$ cat config.mk
export PLATFORM = sky130hd
export DESIGN_NAME = sensor_node_read_responder
export DESIGN_NICKNAME = d
export VERILOG_FILES = /design/src/design/snrr_pkg.sv /design/src/design/sensor_node_read_responder.sv /design/src/design/snrr_front.sv /design/src/design/snrr_queue.sv /design/src/design/snrr_back.sv
export SDC_FILE = /design/constraint.sdc
export NUM_CORES = 1
export LEC_CHECK = 0
export ABC_AREA = 1
export BUFFER_PORTS_ARGS = -buffer_cell sky130_fd_sc_hd__buf_4
export CAP_MARGIN = 40
export CORE_MARGIN = 10
export CORE_UTILIZATION = 30
export CTS_BUF_LIST = sky130_fd_sc_hd__clkbuf_8 sky130_fd_sc_hd__clkbuf_16
export CTS_CLUSTER_DIAMETER = 100
export DETAILED_ROUTE_END_ITERATION = 8
export PLACE_DENSITY = 0.51
export SYNTH_ARGS = -nofsm -noshare
export SYNTH_HDL_FRONTEND = slang
export SYNTH_SLANG_ARGS = --single-unit
$ cat constraint.sdc
create_clock -name clk -period 7.9 [get_ports clk]
set_input_delay 0.79 -clock clk [delete_from_list [all_inputs] [get_ports clk]]
set_output_delay 0.79 -clock clk [all_outputs]
set_load 0.05 [all_outputs]
$ cat src/design/snrr_pkg.sv
// ---------------------------------------------------------------------------
// snrr_pkg
// Shared types, constants and helpers of the light-sensor read responder.
// ---------------------------------------------------------------------------
package snrr_pkg;

	// Frame bytes
	localparam logic [7:0] HDR_BYTE = 8'h55;
	localparam logic [7:0] OP_READ = 8'h01;
	localparam logic [7:0] ACK_GOOD = 8'h00;
	localparam logic [7:0] ASCII_ZERO = 8'h30;

	// Register reset values
	localparam logic [15:0] NET_ID_RESET = 16'hC0C2;
	localparam logic [7:0] NODE_ADDR_RESET = 8'd2;

	// Lux scaling: lux = floor(adc * 3300 / 4095 / 4), clamped
	localparam logic [9:0] LUX_RESET = 10'd200;
	localparam logic [9:0] LUX_MIN = 10'd10;
	localparam logic [9:0] LUX_MAX = 10'd999;
	localparam logic [11:0] MV_SCALE = 12'd3300;
	// ceil(2^36 / 4095); exact floor for products below 2^24
	localparam logic [24:0] RECIP_4095 = 25'd16781314;

	// Reply queue
	localparam int Q_DEPTH = 4;
	localparam int Q_PTR_W = $clog2(Q_DEPTH);
	localparam int Q_CNT_W = $clog2(Q_DEPTH + 1);

	// Byte positions within the reply frame
	localparam logic [4:0] POS_HDR = 5'd0;
	localparam logic [4:0] POS_CMD = 5'd1;
	localparam logic [4:0] POS_NETH = 5'd2;
	localparam logic [4:0] POS_NETL = 5'd3;
	localparam logic [4:0] POS_ADDR = 5'd4;
	localparam logic [4:0] POS_ACK = 5'd5;
	localparam logic [4:0] POS_LEN = 5'd6;
	localparam logic [4:0] POS_TEXT = 5'd7;
	localparam logic [4:0] POS_TEXT_END = 5'd12;
	localparam logic [4:0] POS_DIGIT = 5'd13;
	// Length byte and last position for two- and three-digit text
	localparam logic [7:0] LEN_2DIG = 8'd12;
	localparam logic [7:0] LEN_3DIG = 8'd13;
	localparam logic [4:0] LAST_2DIG = 5'd18;
	localparam logic [4:0] LAST_3DIG = 5'd19;

	typedef enum logic {
		CFG_NETWORK_ID   = 1'b0,
		CFG_NODE_ADDRESS = 1'b1
	} cfg_index_t;

	// One queued reply: decimal digits of the lux snapshot plus identity
	typedef struct packed {
		logic        three;
		logic [3:0]  hund;
		logic [3:0]  tens;
		logic [3:0]  ones;
		logic [15:0] net_id;
		logic [7:0]  addr;
	} reply_t;

	// Split lux (10..999) into decimal digits by reciprocal multiplies
	function automatic logic [11:0] lux_digits(logic [9:0] lux);
		logic [15:0] hp;
		logic [3:0]  h;
		logic [9:0]  hx;
		logic [6:0]  rem;
		logic [14:0] tp;
		logic [3:0]  t;
		logic [3:0]  o;
		hp = {6'd0, lux} * 16'd41;
		h = hp[15:12];
		hx = {6'd0, h} * 10'd100;
		rem = 7'(lux - hx);
		tp = {8'd0, rem} * 15'd205;
		t = tp[14:11];
		o = 4'(rem - {3'd0, t} * 7'd10);
		return {h, t, o};
	endfunction

	// "Light:"
	function automatic logic [7:0] prefix_char(logic [2:0] idx);
		logic [7:0] c;
		case (idx)
			3'd0: c = 8'h4C;
			3'd1: c = 8'h69;
			3'd2: c = 8'h67;
			3'd3: c = 8'h68;
			3'd4: c = 8'h74;
			default: c = 8'h3A;
		endcase
		return c;
	endfunction

	// "Lux"
	function automatic logic [7:0] suffix_char(logic [1:0] idx);
		logic [7:0] c;
		case (idx)
			2'd0: c = 8'h4C;
			2'd1: c = 8'h75;
			default: c = 8'h78;
		endcase
		return c;
	endfunction

endpackage

$ cat src/design/sensor_node_read_responder.sv
// ---------------------------------------------------------------------------
// sensor_node_read_responder
// Light-sensor node responder: parses read requests, answers with a lux frame.
// ---------------------------------------------------------------------------
// The input channel takes one item per cycle: a packet byte (func 0) or an
// ADC sample (func 1). Each item passes a two-stage pipeline, the depth of
// the lux multiply chain (adc*3300, then a reciprocal of 4095), so a sample
// affects every reply requested after it. A valid request (header 0x55,
// command 1, checksum, network id and node address all matching) queues a
// reply descriptor in a four-entry queue; the serializer then sends the
// 19- or 20-byte frame at one byte per cycle unless the output stalls, and
// idles between frames. The input stalls only while the queue is full and
// the reply at the pipeline tail waits to enter it. Configuration writes
// are always ready and take effect on the next cycle.
module sensor_node_read_responder (
	input  logic        clk,
	input  logic        arst_n,
	// item input
	input  logic        in_valid,
	output logic        in_stall,
	input  logic        func,
	input  logic [7:0]  rx_byte,
	input  logic        rx_last,
	input  logic [11:0] adc_sample,
	// register writes
	input  logic        cfg_valid,
	output logic        cfg_ready,
	input  logic        cfg_index,
	input  logic [15:0] cfg_data,
	// response bytes
	output logic        out_valid,
	input  logic        out_stall,
	output logic [7:0]  tx_byte,
	output logic        tx_last
);

	snrr_pkg::reply_t push_entry, pop_entry;
	logic             push, pop, q_full, q_empty;

	// Parse, scale lux, classify requests
	snrr_front u_front (
		.clk        (clk),
		.arst_n     (arst_n),
		.in_valid   (in_valid),
		.in_stall   (in_stall),
		.func       (func),
		.rx_byte    (rx_byte),
		.rx_last    (rx_last),
		.adc_sample (adc_sample),
		.cfg_valid  (cfg_valid),
		.cfg_ready  (cfg_ready),
		.cfg_index  (cfg_index),
		.cfg_data   (cfg_data),
		.push       (push),
		.push_entry (push_entry),
		.q_full     (q_full)
	);

	// Decouple the parser from the transmitter
	snrr_queue u_queue (
		.clk        (clk),
		.arst_n     (arst_n),
		.push       (push),
		.push_entry (push_entry),
		.full       (q_full),
		.pop        (pop),
		.pop_entry  (pop_entry),
		.empty      (q_empty)
	);

	// Expand each descriptor into the response frame
	snrr_back u_back (
		.clk       (clk),
		.arst_n    (arst_n),
		.pop       (pop),
		.empty     (q_empty),
		.head      (pop_entry),
		.out_valid (out_valid),
		.out_stall (out_stall),
		.tx_byte   (tx_byte),
		.tx_last   (tx_last)
	);

endmodule

$ cat src/design/snrr_front.sv
// ---------------------------------------------------------------------------
// snrr_front
// Request parser, config registers and two-stage lux pipeline; pushes
// reply descriptors into the queue in item order.
// ---------------------------------------------------------------------------
module snrr_front (
	input  logic                clk,
	input  logic                arst_n,
	input  logic                in_valid,
	output logic                in_stall,
	input  logic                func,
	input  logic [7:0]          rx_byte,
	input  logic                rx_last,
	input  logic [11:0]         adc_sample,
	input  logic                cfg_valid,
	output logic                cfg_ready,
	input  logic                cfg_index,
	input  logic [15:0]         cfg_data,
	output logic                push,
	output snrr_pkg::reply_t    push_entry,
	input  logic                q_full
);

	typedef enum logic [6:0] {
		PH_HUNT = 7'b0000001,
		PH_CMD  = 7'b0000010,
		PH_NETH = 7'b0000100,
		PH_NETL = 7'b0001000,
		PH_ADDR = 7'b0010000,
		PH_SUM  = 7'b0100000,
		PH_DONE = 7'b1000000
	} phase_t;

	phase_t      phase_q, phase_d;
	logic [7:0]  sum_q, sum_d;
	logic        match_q, match_d;
	logic [7:0]  expect_c;
	logic        reply_now;
	logic [15:0] net_id_q;
	logic [7:0]  addr_q;
	logic [9:0]  light_q;
	logic        adv, acc;

	logic        valid_s1, adc_s1, reply_s1;
	logic [23:0] x_s1;
	logic        valid_s2, adc_s2, reply_s2;
	logic [47:0] prod_s2;
	logic [9:0]  lux_raw, lux_new;
	logic        retire;
	logic [11:0] dig;

	// Hold the whole pipeline while a reply cannot enter the queue
	assign adv = !(valid_s2 && reply_s2 && q_full);
	assign in_stall = !adv;
	assign acc = in_valid && adv;
	assign cfg_ready = 1'b1;

	always_ff @(posedge clk or negedge arst_n) begin
		if (!arst_n) begin
			net_id_q <= snrr_pkg::NET_ID_RESET;
			addr_q <= snrr_pkg::NODE_ADDR_RESET;
		end else if (cfg_valid) begin
			unique case (snrr_pkg::cfg_index_t'(cfg_index))
				snrr_pkg::CFG_NETWORK_ID: net_id_q <= cfg_data;
				snrr_pkg::CFG_NODE_ADDRESS: addr_q <= cfg_data[7:0];
			endcase
		end
	end

	always_comb begin
		unique case (phase_q)
			PH_CMD: expect_c = snrr_pkg::OP_READ;
			PH_NETH: expect_c = net_id_q[15:8];
			PH_NETL: expect_c = net_id_q[7:0];
			PH_ADDR: expect_c = addr_q;
			default: expect_c = sum_q;
		endcase
	end

	always_comb begin
		phase_d = phase_q;
		sum_d = sum_q;
		match_d = match_q;
		reply_now = 1'b0;
		unique case (phase_q)
			PH_HUNT: begin
				if (rx_byte == snrr_pkg::HDR_BYTE) begin
					phase_d = PH_CMD;
					sum_d = rx_byte;
					match_d = 1'b1;
				end
			end
			PH_CMD, PH_NETH, PH_NETL, PH_ADDR: begin
				if (rx_byte != expect_c)
					match_d = 1'b0;
				sum_d = sum_q + rx_byte;
				unique case (phase_q)
					PH_CMD: phase_d = PH_NETH;
					PH_NETH: phase_d = PH_NETL;
					PH_NETL: phase_d = PH_ADDR;
					default: phase_d = PH_SUM;
				endcase
			end
			PH_SUM: begin
				phase_d = PH_DONE;
				reply_now = !func && match_q && (rx_byte == expect_c);
			end
			default: begin
			end
		endcase
		if (rx_last) begin
			phase_d = PH_HUNT;
			sum_d = 8'd0;
			match_d = 1'b1;
		end
	end

	always_ff @(posedge clk or negedge arst_n) begin
		if (!arst_n) begin
			phase_q <= PH_HUNT;
			sum_q <= 8'd0;
			match_q <= 1'b1;
		end else if (acc && !func) begin
			phase_q <= phase_d;
			sum_q <= sum_d;
			match_q <= match_d;
		end
	end

	// Pipeline control
	always_ff @(posedge clk or negedge arst_n) begin
		if (!arst_n) begin
			valid_s1 <= 1'b0;
			valid_s2 <= 1'b0;
		end else if (adv) begin
			valid_s1 <= in_valid;
			valid_s2 <= valid_s1;
		end
	end

	// Pipeline payload: adc*3300, then reciprocal of 4095
	always_ff @(posedge clk) begin
		if (adv) begin
			adc_s1 <= func;
			reply_s1 <= reply_now;
			x_s1 <= 24'({12'd0, adc_sample} * {12'd0, snrr_pkg::MV_SCALE});
			adc_s2 <= adc_s1;
			reply_s2 <= reply_s1;
			prod_s2 <= 48'({25'd0, x_s1} * {24'd0, snrr_pkg::RECIP_4095});
		end
	end

	assign lux_raw = prod_s2[47:38];
	always_comb begin
		if (lux_raw < snrr_pkg::LUX_MIN)
			lux_new = snrr_pkg::LUX_MIN;
		else if (lux_raw > snrr_pkg::LUX_MAX)
			lux_new = snrr_pkg::LUX_MAX;
		else
			lux_new = lux_raw;
	end

	assign retire = valid_s2 && adv;

	always_ff @(posedge clk or negedge arst_n) begin
		if (!arst_n)
			light_q <= snrr_pkg::LUX_RESET;
		else if (retire && adc_s2)
			light_q <= lux_new;
	end

	assign dig = snrr_pkg::lux_digits(light_q);
	assign push = retire && reply_s2;
	assign push_entry.three = (dig[11:8] != 4'd0);
	assign push_entry.hund = dig[11:8];
	assign push_entry.tens = dig[7:4];
	assign push_entry.ones = dig[3:0];
	assign push_entry.net_id = net_id_q;
	assign push_entry.addr = addr_q;

endmodule

$ cat src/design/snrr_queue.sv
// ---------------------------------------------------------------------------
// snrr_queue
// Small register FIFO of reply descriptors between parser and serializer.
// ---------------------------------------------------------------------------
module snrr_queue (
	input  logic             clk,
	input  logic             arst_n,
	input  logic             push,
	input  snrr_pkg::reply_t push_entry,
	output logic             full,
	input  logic             pop,
	output snrr_pkg::reply_t pop_entry,
	output logic             empty
);

	snrr_pkg::reply_t                 mem_q [snrr_pkg::Q_DEPTH];
	logic [snrr_pkg::Q_PTR_W-1:0]     wr_ptr_q, rd_ptr_q;
	logic [snrr_pkg::Q_CNT_W-1:0]     cnt_q;

	assign full = (cnt_q == snrr_pkg::Q_CNT_W'(snrr_pkg::Q_DEPTH));
	assign empty = (cnt_q == '0);
	assign pop_entry = mem_q[rd_ptr_q];

	always_ff @(posedge clk) begin
		if (push)
			mem_q[wr_ptr_q] <= push_entry;
	end

	always_ff @(posedge clk or negedge arst_n) begin
		if (!arst_n) begin
			wr_ptr_q <= '0;
			rd_ptr_q <= '0;
			cnt_q <= '0;
		end else begin
			if (push)
				wr_ptr_q <= wr_ptr_q + 1'b1;
			if (pop)
				rd_ptr_q <= rd_ptr_q + 1'b1;
			if (push && !pop)
				cnt_q <= cnt_q + 1'b1;
			else if (pop && !push)
				cnt_q <= cnt_q - 1'b1;
		end
	end

	a_no_overflow: assert property (@(posedge clk) disable iff (!arst_n)
		!(push && full))
		else $error("reply queue written while full");

	a_no_underflow: assert property (@(posedge clk) disable iff (!arst_n)
		!(pop && empty))
		else $error("reply queue read while empty");

	a_count_up: assert property (@(posedge clk) disable iff (!arst_n)
		(push && !pop) |=> (cnt_q == $past(cnt_q) + 1'b1))
		else $error("reply queue count did not advance on push");

endmodule

$ cat src/design/snrr_back.sv
// ---------------------------------------------------------------------------
// snrr_back
// Reply serializer: expands one descriptor into the response frame, one
// byte per cycle into the output register unless stalled; running checksum.
// ---------------------------------------------------------------------------
module snrr_back (
	input  logic             clk,
	input  logic             arst_n,
	output logic             pop,
	input  logic             empty,
	input  snrr_pkg::reply_t head,
	output logic             out_valid,
	input  logic             out_stall,
	output logic [7:0]       tx_byte,
	output logic             tx_last
);

	snrr_pkg::reply_t cur_q;
	logic             busy_q;
	logic [4:0]       k_q;
	logic [7:0]       chk_q;
	logic             out_valid_q;
	logic [7:0]       tx_byte_q;
	logic             tx_last_q;

	logic             out_free;
	logic [4:0]       nd, p, d, last_idx;
	logic             is_last;
	logic [3:0]       digit;
	logic [7:0]       byte_c;

	assign pop = !busy_q && !empty;
	assign out_free = !out_valid_q || !out_stall;

	assign nd = cur_q.three ? 5'd3 : 5'd2;
	assign p = k_q - snrr_pkg::POS_DIGIT;
	assign d = cur_q.three ? p : p + 5'd1;
	assign last_idx = cur_q.three ? snrr_pkg::LAST_3DIG : snrr_pkg::LAST_2DIG;
	assign is_last = (k_q == last_idx);

	always_comb begin
		case (d[1:0])
			2'd0: digit = cur_q.hund;
			2'd1: digit = cur_q.tens;
			default: digit = cur_q.ones;
		endcase
	end

	always_comb begin
		case (k_q) inside
			snrr_pkg::POS_HDR: byte_c = snrr_pkg::HDR_BYTE;
			snrr_pkg::POS_CMD: byte_c = snrr_pkg::OP_READ;
			snrr_pkg::POS_NETH: byte_c = cur_q.net_id[15:8];
			snrr_pkg::POS_NETL: byte_c = cur_q.net_id[7:0];
			snrr_pkg::POS_ADDR: byte_c = cur_q.addr;
			snrr_pkg::POS_ACK: byte_c = snrr_pkg::ACK_GOOD;
			snrr_pkg::POS_LEN:
				byte_c = cur_q.three ? snrr_pkg::LEN_3DIG : snrr_pkg::LEN_2DIG;
			[snrr_pkg::POS_TEXT:snrr_pkg::POS_TEXT_END]:
				byte_c = snrr_pkg::prefix_char(3'(k_q - snrr_pkg::POS_TEXT));
			default: begin
				if (is_last)
					byte_c = chk_q;
				else if (p < nd)
					byte_c = snrr_pkg::ASCII_ZERO + {4'd0, digit};
				else
					byte_c = snrr_pkg::suffix_char(2'(p - nd));
			end
		endcase
	end

	// Take the head descriptor when a new frame starts
	always_ff @(posedge clk) begin
		if (pop)
			cur_q <= head;
	end

	always_ff @(posedge clk or negedge arst_n) begin
		if (!arst_n) begin
			busy_q <= 1'b0;
			k_q <= '0;
			chk_q <= '0;
			out_valid_q <= 1'b0;
		end else begin
			if (pop) begin
				busy_q <= 1'b1;
				k_q <= '0;
				chk_q <= '0;
			end
			if (busy_q && out_free) begin
				out_valid_q <= 1'b1;
				chk_q <= chk_q + byte_c;
				k_q <= k_q + 5'd1;
				if (is_last)
					busy_q <= 1'b0;
			end else if (!out_stall) begin
				out_valid_q <= 1'b0;
			end
		end
	end

	always_ff @(posedge clk) begin
		if (busy_q && out_free) begin
			tx_byte_q <= byte_c;
			tx_last_q <= is_last;
		end
	end

	assign out_valid = out_valid_q;
	assign tx_byte = tx_byte_q;
	assign tx_last = tx_last_q;

endmodule

**After elaboration in Yosys (flattened, before gate mapping)**

Memories as Yosys holds them, arrays and structs flattened. A register that Yosys moved wholly into a read port is not among the register bits.
Index checks and enable logic that the tools add are counted.
Widths: inputs -> output; s select.

- Output and inout port bits: 12
- Memories kept: 1
- Input bits: 44
- Word-level logic and storage cells: 159
- RAM bits: 148
- Register bits after elaboration: 154

- Multiply operators: 6
- Reduce and logical (&&, ||, !) cells: 39
- Order comparisons: 5
- $add $sub $neg: 14
- Equal/unequal tests: 26
- Mux-type cells: 44
- Bitwise gates (word level): 1

Memories:

| name | depth | bits a word | read ports | clocked after Yosys merged registers in | write ports | RTL line | RTL |
|---|---|---|---|---|---|---|---|
| u_queue.mem_q | 4 | 37 | 1 | 1 | 1 | snrr_queue.sv:16 | `snrr_pkg::reply_t mem_q [snrr_pkg::Q_DEPTH];` |

Operators by type and width:

| kind | number |
|---|---|
| $mux 8 | 14 |
| $mul 22x24->45 const B | 1 |
| $pmux 7 s5 | 1 |
| $pmux 8 s4 | 1 |
| $mul 12x10->22 const B | 1 |
| $pmux 7 s3 | 1 |
| $mux 10 | 2 |
| $pmux 6 s3 | 1 |
| $add 8x8->8 | 2 |
| $mul 10x6->16 const B | 1 |
| $pmux 8 s2 | 1 |
| $eq 5x3->1 const B | 3 |
| $mul 7x8->15 const B | 1 |
| $logic_and 1x1->1 | 14 |
| $mux 7 | 2 |
| $mux 1 | 13 |
| $pmux 6 s2 | 1 |
| $eq 5x2->1 const B | 2 |
| $gt 10x10->1 const B | 1 |
| $lt 10x4->1 const B | 1 |
| $mux 5 | 2 |
| $eq 8x7->1 const B | 1 |
| $eq 8x8->1 | 1 |
| $logic_not 1->1 | 8 |
| 46 further kinds | 59 |

**Longest topological paths before layout**

Gate-level depths: netlist of run 1.

- Depth after elaboration: 18
- Depth in mapped cells: 46

**Hierarchy**

A second synthesis of run 1 with hierarchy kept.

- Cell total of the unflattened synthesis: 2029
- Area, all modules: 19748.9 um^2

Modules (own cells, without submodules):

| module | instances | area each (um^2) | cells an instance |
|---|---|---|---|
| snrr_front | 1 | 10083.4 | 1182 |
| snrr_queue | 1 | 6369.9 | 480 |
| snrr_back | 1 | 3295.7 | 367 |

**Least setup slack after synthesis of run 1**

No wires, ideal clock.

- Path type: register -> register
- Start point: reg u_front.light_q[6]
- End point: mem u_queue.mem_q[0][27] in the netlist's numbering (data pin)
- Slack: 0.499 ns
- Arrival time: 7.144 ns
- Stages on the path, launching flop included: 43
- Period minus slack after synthesis: 7.401 ns
- Data required time: 7.643 ns
- Path buffers: 0
- Setup time: 0.257 ns
- Cell sequence: dfstp_2 -> ha_1 -> fa_1 -> ha_1 -> ha_1 -> a21oi_1 -> o21ai_0 -> nand2_1 -> nand4_1 -> a21o_1 -> xnor2_1 -> inv_1 -> ha_1 -> inv_1 -> ha_1 -> nand3_1 -> nand2_1 -> inv_1 -> [7 not listed] -> fa_1 -> inv_1 -> ha_1 -> nand2_1 -> inv_1 -> nand2_1 -> nand2_1 -> nand2_1 -> nand2_1 -> a21oi_1 -> xor2_1 -> fa_1 -> xnor2_1 -> nand2_1 -> nand2_1 -> nand2_1 -> nand2_1 -> inv_1

RTL lines:

| item | RTL line | RTL |
|---|---|---|
| from (decl) | snrr_front.sv:41 | `logic [9:0] light_q;` |
| from (signal assigned) | snrr_front.sv:167 | `light_q <= snrr_pkg::LUX_RESET;` |
| from (signal assigned) | snrr_front.sv:169 | `light_q <= lux_new;` |
| to (decl) | snrr_queue.sv:16 |  |

==> flow_summary.toml, run 1 <==
[status]
status = "finished, final reports clean"

[sta]
setup_viol = 0
fmax_ghz = 0.1342
slew-limit-headroom = 0.4083
finalHoldViolCount = 0
period_needed_ns = 7.449
slew_violations = 0
setup_ws_ns = 0.4509
finalCritPeriodShare = 0.9429
fin_tns_setup_ns = 0
tightest_slew_ns = 0.8652
fin_skew_ns = 0.01512

[worst_setup_path]
crit_fanout = 5
regToRegSetupSlack_ns = 0.45
crit_path_frequent_cell = "nand2_1"
crit_path_top_delay_cell = "fa_1"
critical_path.startpoint = "u_front.light_q[4]$_DFFE_PN0P_"
path_class = "flip-flop to flip-flop"
reg2reg_from = "u_front.light_q[4]$_DFFE_PN0P_"
crit_path_start_kind = "flip-flop"
cp.required_ns = 8.19
max_stage_delay_ns = 0.54
worst-path-buf-inv = 6
cpLargestDelayFamily = "adder cells"
worstPathArrival_ns = 7.74
cp-end-kind = "flip-flop"

[placement]
dp_hpwl_um = 31740
place.port_buffers = 54
place_ws_ns = 0.09085
place_congestion = 0.8585

[floorplan]
rows = 91
dieArea_um2 = 73230
die_width_um = 270.6
core_um2 = 61940
floorplan.initialDensity = 0.3042
io_pins = 56
die_h_um = 270.6

[global_routing]
grt_usage = 0.1183
grt-ovfl-total = 0
grt_max_degree = 77
grt_pass1_vias = 13350
grt_first_pass_wirelength_um = 71130
grt_antenna_before_repair = 0

[finish]
post-route-util = 0.3498
area_growth_pct = 15.00
n_antenna_cell = 0
drive_above_1_share = 0.1026
fin_nets = 2310

[clock_network]
cts.hold.buffers_added = 0
clockBufferDepth = 3
clock_latency_ns = 0.55
numCtsBuffers = 35
clockRootBuffer = "clkbuf_16"
cts.sinks = 304
htree_levels = 2
clk_pin_slew_ns = 0.06
cts_tree = "yes"

[synthesis]
syn_inst = 1881
synth_fp_nets = 2229
netlist_area_um2 = 18840
synth-warning-count = 0
synth-seq-cells = 304
ys_types = 52
synth_area_per_cell_um2 = 10.02
synth_edf_count = 230
yosys_most_used_dff = "edfxtp_1"
synthArstFlopShare = 0.2434
synth-seq-area-share = 0.4656

[detailed_routing]
dr_total_vias = 13120
drc = 0
firstDrtPassIters = 5
drtIter0Drc = 739
post_drt_wl_per_cell_um = 15.35
wl_um = 43390
postRouteAntennaNets = 0
viasPerCell = 4.643

[run]
maxCapViolCount = 0

[worst_hold_path]
hold_path_class = "primary input to asynchronous set/reset pin"
## routing by layer
layer	vias up	track usage	routed length, um	share of wire
met5	-	0	0	0
met4	0	0.02632	663	0.015
met3	50	0.02294	1694	0.039
met2	192	0.1897	20010	0.46
met1	6256	0.1625	21020	0.48
li1	6623	-	-	-
## sequential cells by signal (all words and copies together) (netlist names), 2 cells and up
signal,cells
u_queue.mem_q,148
u_back.cur_q,37
u_front.x_s1,22
u_front.net_id_q,16
u_front.light_q,10
u_front.prod_s2,10
u_back.chk_q,8
u_back.tx_byte,8
u_front.addr_q,8
u_front.sum_q,8
u_front.phase_q,7
u_back.k_q,5
u_queue.cnt_q,3
u_queue.rd_ptr_q,2
u_queue.wr_ptr_q,2
## stage by stage
stage,cells,hold slack [ns],cell area [um^2]
after global routing,2826,0.1745,21670
after CTS,2821,0.1631,21450
final,2826,0.1696,21670
after floorplan,1881,0.4003,18840
after detailed placement,2757,0.4045,20330
after global placement,2756,0.4035,20310
## cell type report
| class | count | area (um^2) |
|---|---|---|
| clock buffer | 37 | 914.6 |
| sequential | 304 | 8777 |
| inverter | 240 | 903.4 |
| fill | 6271 | 40270 |
| timing repair buffer | 77 | 590.6 |
| clock inverter | 27 | 210.2 |
| multi-input combinational | 1304 | 9224 |
| tap | 837 | 1047 |
## cells in the mapped netlist, types with 2 or more instances
cell	n	area, um^2
o21bai_1	3	22.52
a21boi_0	2	15.01
dfrtp_1	63	1577
clkbuf_1	29	108.9
nand2_4	2	22.52
o2111ai_1	3	26.28
o211ai_1	3	22.52
a31oi_1	7	43.79
nor2_4	3	33.78
xor2_1	37	324.1
a21oi_1	73	365.4
xnor2_1	8	70.07
mux2_2	5	56.30
ha_1	256	3203
nor2_1	186	698.2
nand4_1	12	75.07
fa_1	48	960.9
dfstp_2	11	289.0
nor2_2	4	25.02
or2_2	3	18.77
o21a_1	3	22.52
clkinv_1	2	7.510
o31ai_1	2	15.01
nand2_1	307	1152
inv_2	3	11.26
o21ai_0	159	795.8
a21o_1	5	37.54
inv_1	234	878.3
nand3b_1	6	45.04
nand3_1	83	415.4
nor3_1	12	60.06
o22ai_1	44	275.3
a211oi_1	2	15.01
nor4_1	6	37.54
o21ai_1	8	40.04
edfxtp_1	230	6907
buf_6	2	22.52
## cell families (layout without fill, tap and decap cells)
| group | count (synthesis) | in the layout | share of synthesized area |
|---|---|---|---|
| other | 1 | 1 | 0.0001990 |
| muxes | 5 | 5 | 0.002988 |
| DFF | 304 | 304 | 0.4656 |
| AOI/OAI and AO/OA | 321 | 321 | 0.09377 |
| and+or+nand+nor | 628 | 628 | 0.1399 |
| buffers and inverters | 273 | 381 | 0.05558 |
| adders and majority gates | 304 | 304 | 0.2210 |
| xor gates and xnor gates | 45 | 45 | 0.02092 |
## layout by cell type (no fill, tap or decap), types with 37 or more instances in the layout
cell and count:
nand2_1 302, ha_1 245, inv_1 233, edfxtp_1 230
nor2_1 182, o21ai_0 158, nand3_1 83, buf_4 76
a21oi_1 71, dfrtp_1 59, fa_1 47, o22ai_1 44
xor2_1 37
## worst paths after layout
kind,end,cells after the start
min,u_queue.wr_ptr_q[0]$_DFFE_PN0P_,1
max,u_queue.mem_q[3][27]$_DFFE_PP_,39
max in group asynchronous,u_front.light_q[5]$_DFFE_PN0P_,2
min in group clk,u_front.reply_s2$_DFFE_PN_,0
max reg2reg,u_queue.mem_q[3][27]$_DFFE_PP_,39
min reg2reg,u_front.reply_s2$_DFFE_PN_,0
## what timing repair did
item                                    CTS  global route
endpoints found under the setup margin    0             8
setup buffers                             0             5
resized for setup                         0            30
Power of run 1 is left out: the tool's default activity adds up to more than one toggle a clock period on the data nets, which glitch-free logic cannot reach.
==> run 2, diff against run 1 <==
CORE_UTILIZATION = 40   (was 30)
PLACE_DENSITY = 0.62   (was 0.51)
==> run 2 against run 1 <==
  * Clock skew rose by 0.0052 ns
  * Worst hold slack improved by 0.00083 ns
  * Core utilization rose by 11 points
  * Largest cell class unchanged
==> flow_summary.toml, run 2 (synthesized netlist as in run 1, its figures left out) <==
[detailed_routing]
wl_um = 42020
highest_layer = "met4"
postRouteAntennaNets = 0
viasPerCell = 5.155
drtIter0Drc = 734
firstDrtPassIters = 5
wl_met2_um = 19380
wl_met1_um = 19510
route.met3.wl_um = 2147
drc = 0
dr_total_vias = 13370
post_drt_wl_per_cell_um = 16.21

[worst_setup_path]
max_stage_delay_ns = 0.56
crit_path_start_kind = "flip-flop"
path_class = "flip-flop to flip-flop"
cp.required_ns = 8.18
crit_path_frequent_cell = "nand2_1"
crit_fanout = 6
cp-end-kind = "flip-flop"
cpLargestDelayFamily = "adder cells"
crit_path_top_delay_cell = "dfstp_2"
worstPathArrival_ns = 7.76
worst-path-buf-inv = 7

[placement]
place.port_buffers = 54
dp_hpwl_um = 30590
dpl_cell_area_um2 = 20050
place_congestion = 0.9032

[finish]
largestRegisters = "u_queue.mem_q: 148 flops, u_back.cur_q: 37 flops, u_front.x_s1: 22 flops"
drive_above_1_share = 0.1007
mostFrequentLayoutCell = "nand2_1"
fill_cells = 4355
largest_register_ffs = 148
n_antenna_cell = 0
fin_area_um2 = 21450
final_cell_mix = "nand2_1 (303), ha_1 (245), inv_1 (234)"
area_growth_pct = 13.83
regMostFlops = "u_queue.mem_q"
fin_nets = 2309

[global_routing]
grt_usage = 0.1499
grt-ovfl-total = 0
grt_antenna_before_repair = 0
grt_max_degree = 77
grt_pass1_vias = 13420
grt_first_pass_wirelength_um = 69520

[sta]
slew-limit-headroom = 0.4110
fmax_ghz = 0.1337
tightest_slew_ns = 0.8612
setup_viol = 0
finalHoldViolCount = 0
slew_violations = 0
finalCritPeriodShare = 0.9470
period_needed_ns = 7.481
fin_skew_ns = 0.02030

[floorplan]
core_um2 = 46560
io_pins = 56
dieArea_um2 = 56180
floorplan.initialDensity = 0.4047
rows = 79
die_width_um = 237.0
die_h_um = 237.0

[status]
status = "finished, final reports clean"

[clock_network]
numCtsBuffers = 35
cts.sinks = 304
htree_levels = 2
clockRootBuffer = "clkbuf_16"
clock_latency_ns = 0.54
cts.hold.buffers_added = 0
clockBufferDepth = 3
clk_pin_slew_ns = 0.07
cts_tree = "yes"

[worst_hold_path]
hold_path_class = "primary input to asynchronous set/reset pin"

[run]
maxCapViolCount = 0
==> run 2: cell count changes in the layout (fill, tap and decap cells not counted), sizes merged <==
| cell | change |
|---|---|
| inv | +2 |
| clkbuf | +1 |
| clkinv | -7 |
| bufinv | +3 |
| clkinvlp | -1 |
| buf | -1 |
==> run 2: path summary, 6_finish.rpt <==
kind	startpoint	cells after the start	slack, ns	endpoint
worst max-delay path	u_front.light_q[3]$_DFFE_PN1P_	40	0.42	u_queue.mem_q[0][27]$_DFFE_PP_
worst min-delay path	arst_n	1	0.17	u_back.busy_q$_DFF_PN0_
worst max register to register	u_front.light_q[3]$_DFFE_PN1P_	40	0.42	u_queue.mem_q[0][27]$_DFFE_PP_
worst min register to register	u_front.adc_s1$_DFFE_PN_	0	0.42	u_front.adc_s2$_DFFE_PN_
max in group asynchronous	arst_n	2	6.67	u_front.light_q[4]$_DFFE_PN0P_
min in group clk	u_front.adc_s1$_DFFE_PN_	0	0.42	u_front.adc_s2$_DFFE_PN_
==> run 2: repair_timing <==
action,4_1_cts,5_1_grt
gates resized for setup,0,35
endpoints found under the setup margin,0,8
buffers inserted,0,4
==> run 2: metal layers <==
layer / global-route usage / vias up
met5: 0 / -
met4: 0.04690 / 0
met3: 0.02825 / 54
met2: 0.2402 / 277
met1: 0.2011 / 6413
li1: - / 6623
==> run 2: stage by stage <==
stage | instances | setup TNS, ns | setup WS, ns | hold slack, ns | utilization
2_1_floorplan | 1881 | 0 | 0.4986 | 0.4003 | -
3_3_place_gp | 2526 | 0 | 0.2381 | 0.4024 | 0.4300
3_5_place_dp | 2527 | 0 | 0.1059 | 0.4045 | 0.4306
4_1_cts | 2589 | 0 | 0.05209 | 0.1608 | 0.4563
5_1_grt | 2593 | -0.3726 | -0.09329 | 0.1829 | 0.4607
6_report | 2593 | 0 | 0.4189 | 0.1704 | 0.4607
==> run 2: worst reg2reg max path, delay by kind of cell, from the launching register on <==
kind / cells / cell delay (ns)
simple gates: 14 / 1.25
fa+ha+maj: 12 / 4.01
xor+xnor: 2 / 0.31
compound gates: 5 / 0.73
buf+inv: 7 / 0.35
flops: 1 / 0.56
==> run 2: final cells by class <==
class | count | area [um^2] | share of cell area
repair buffers | 76 | 590.6 | 0.02754
clock buffers | 38 | 939.7 | 0.04381
flip-flops and latches | 304 | 8775 | 0.4091
inverters | 240 | 905.9 | 0.04224
multi-input cells | 1304 | 9223 | 0.4300
clock inverters | 24 | 254.0 | 0.01184
well taps | 607 | 759.5 | 0.03541
Power of run 2 is left out for the same reason.
==> run 3, diff against run 2 <==
CELL_PAD_IN_SITES_DETAIL_PLACEMENT = 0   (was not set)
CELL_PAD_IN_SITES_GLOBAL_PLACEMENT = 2   (was not set)
CORE_UTILIZATION = 38   (was 40)
PLACE_DENSITY = not set   (was 0.62)
PLACE_DENSITY_LB_ADDON = 0.1   (was not set)
==> run 3 against run 2 <==
  * Sequential share of layout area about the same
  * First-iteration DRC count down 8.3%
  * Count of clock-buffer cells in the layout unchanged
  * Register-to-register slack about the same
  * Global-route usage about the same
  * Clock skew up 0.0075 ns
  * Via count down 2.6%
  * Cell area about the same
  * Die area up 4.8%
  * Largest cell class unchanged
==> flow_summary.toml, run 3 (synthesized netlist as in run 1, its figures left out) <==
[worst_setup_path]
crit_path_frequent_cell = "nand2_1"
path_class = "flip-flop to flip-flop"
max_stage_delay_ns = 0.46
cp-end-kind = "flip-flop"
crit_path_top_delay_cell = "fa_1"
cp.required_ns = 8.17
worstPathArrival_ns = 7.75
crit_path_start_kind = "flip-flop"
crit_fanout = 6
ff2ff_path_depth = 43

[clock_network]
cts_tree = "yes"
cts.sinks = 304
clk_pin_slew_ns = 0.06
clockRootBuffer = "clkbuf_16"
cts.hold.buffers_added = 0
clockBufferDepth = 3
htree_levels = 2
clock_latency_ns = 0.54
numCtsBuffers = 36

[detailed_routing]
wl_um = 44160
post_drt_wl_per_cell_um = 16.65
firstDrtPassIters = 6
drtIter0Drc = 673
drc = 0
wl_met2_um = 21030
route.met3.wl_um = 1611
wl_met1_um = 20860
viasPerCell = 4.910
dr_total_vias = 13020
highest_layer = "met4"
postRouteAntennaNets = 0

[placement]
dp_hpwl_um = 32790
place.port_buffers = 54
dpl_cell_area_um2 = 20120
place_congestion = 0.8204

[finish]
largestRegisters = "u_queue.mem_q: 148 flops, u_back.cur_q: 37 flops, u_front.x_s1: 22 flops"
regMostFlops = "u_queue.mem_q"
n_antenna_cell = 0
final_cell_mix = "nand2_1 (301), ha_1 (248), inv_1 (245)"
mostFrequentLayoutCell = "nand2_1"
area_growth_pct = 13.83
fin_area_um2 = 21450
fin_nets = 2311
drive_above_1_share = 0.09809
fill_cells = 4742
largest_register_ffs = 148

[sta]
hold_ws_ns = 0.1249
fmax_ghz = 0.1337
slew_violations = 0
setup_viol = 0
slew-limit-headroom = 0.4405
finalHoldViolCount = 0
finalCritPeriodShare = 0.9465
fin_skew_ns = 0.02781
tightest_slew_ns = 0.8393
period_needed_ns = 7.478

[worst_hold_path]
hold_path_class = "primary input to asynchronous set/reset pin"

[floorplan]
die_width_um = 242.7
dieArea_um2 = 58890
core_um2 = 48950
rows = 81
floorplan.initialDensity = 0.3849
io_pins = 56
die_h_um = 242.7

[global_routing]
grt_first_pass_wirelength_um = 71260
grt-ovfl-total = 0
grt_antenna_before_repair = 0
grt_pass1_vias = 13200
grt_max_degree = 76
grt_usage = 0.1495

[run]
maxCapViolCount = 0

[status]
status = "finished, final reports clean"
## run 3: final cells by class
cell class | instances | area, um^2 | share of cell area
multi-input combinational | 1304 | 9219 | 0.4299
sequential | 304 | 8776 | 0.4092
clock buffer | 38 | 950.9 | 0.04434
inverter | 240 | 905.9 | 0.04224
tap | 664 | 830.8 | 0.03874
timing repair buffer | 77 | 590.6 | 0.02754
clock inverter | 25 | 172.7 | 0.008051
## run 3: through the flow
step	TNS, ns	std cells	worst slack, ns	utilization
detailed placement	-0.06034	2585	-0.01509	0.4109
global placement	0	2584	0.1183	0.4106
CTS	0	2648	0.02079	0.4339
global route	-0.2208	2652	-0.05765	0.4381
finish	0	2652	0.4223	0.4381
floorplan	0	1881	0.4986	-
## run 3: final timing paths
kind,slack (ns),end,startpoint
worst min-delay path,0.12,u_back.k_q[4]$_DFFE_PN0P_,arst_n
worst min register to register,0.42,u_front.reply_s2$_DFFE_PN_,u_front.reply_s1$_SDFFCE_PN0N_
max in group asynchronous,6.64,u_queue.rd_ptr_q[1]$_DFFE_PN0P_,arst_n
min in group clk,0.42,u_front.reply_s2$_DFFE_PN_,u_front.reply_s1$_SDFFCE_PN0N_
worst max-delay path,0.42,u_queue.mem_q[3][27]$_DFFE_PP_,u_front.light_q[4]$_DFFE_PN0P_
worst max register to register,0.42,u_queue.mem_q[3][27]$_DFFE_PP_,u_front.light_q[4]$_DFFE_PN0P_
## run 3: critical path, delay by kind of cell, from the launching register on
family | cells | cell delay, ns
compound gates | 4 | 0.50
buf+inv | 8 | 0.51
fa+ha+maj | 13 | 4.15
simple gates | 17 | 1.46
xor+xnor | 1 | 0.14
flops | 1 | 0.44
## run 3: what timing repair did
action,4_1_cts,5_1_grt
resized for setup,2,31
setup buffers,0,3
setup endpoints to repair,4,8
pin swaps,1,8
## run 3: routing by layer
metal	vias up	track usage
met4	0	0.03271
met2	190	0.2504
li1	6631	-
met5	-	0
met1	6157	0.1999
met3	43	0.02405
Power of run 3 is left out for the same reason.
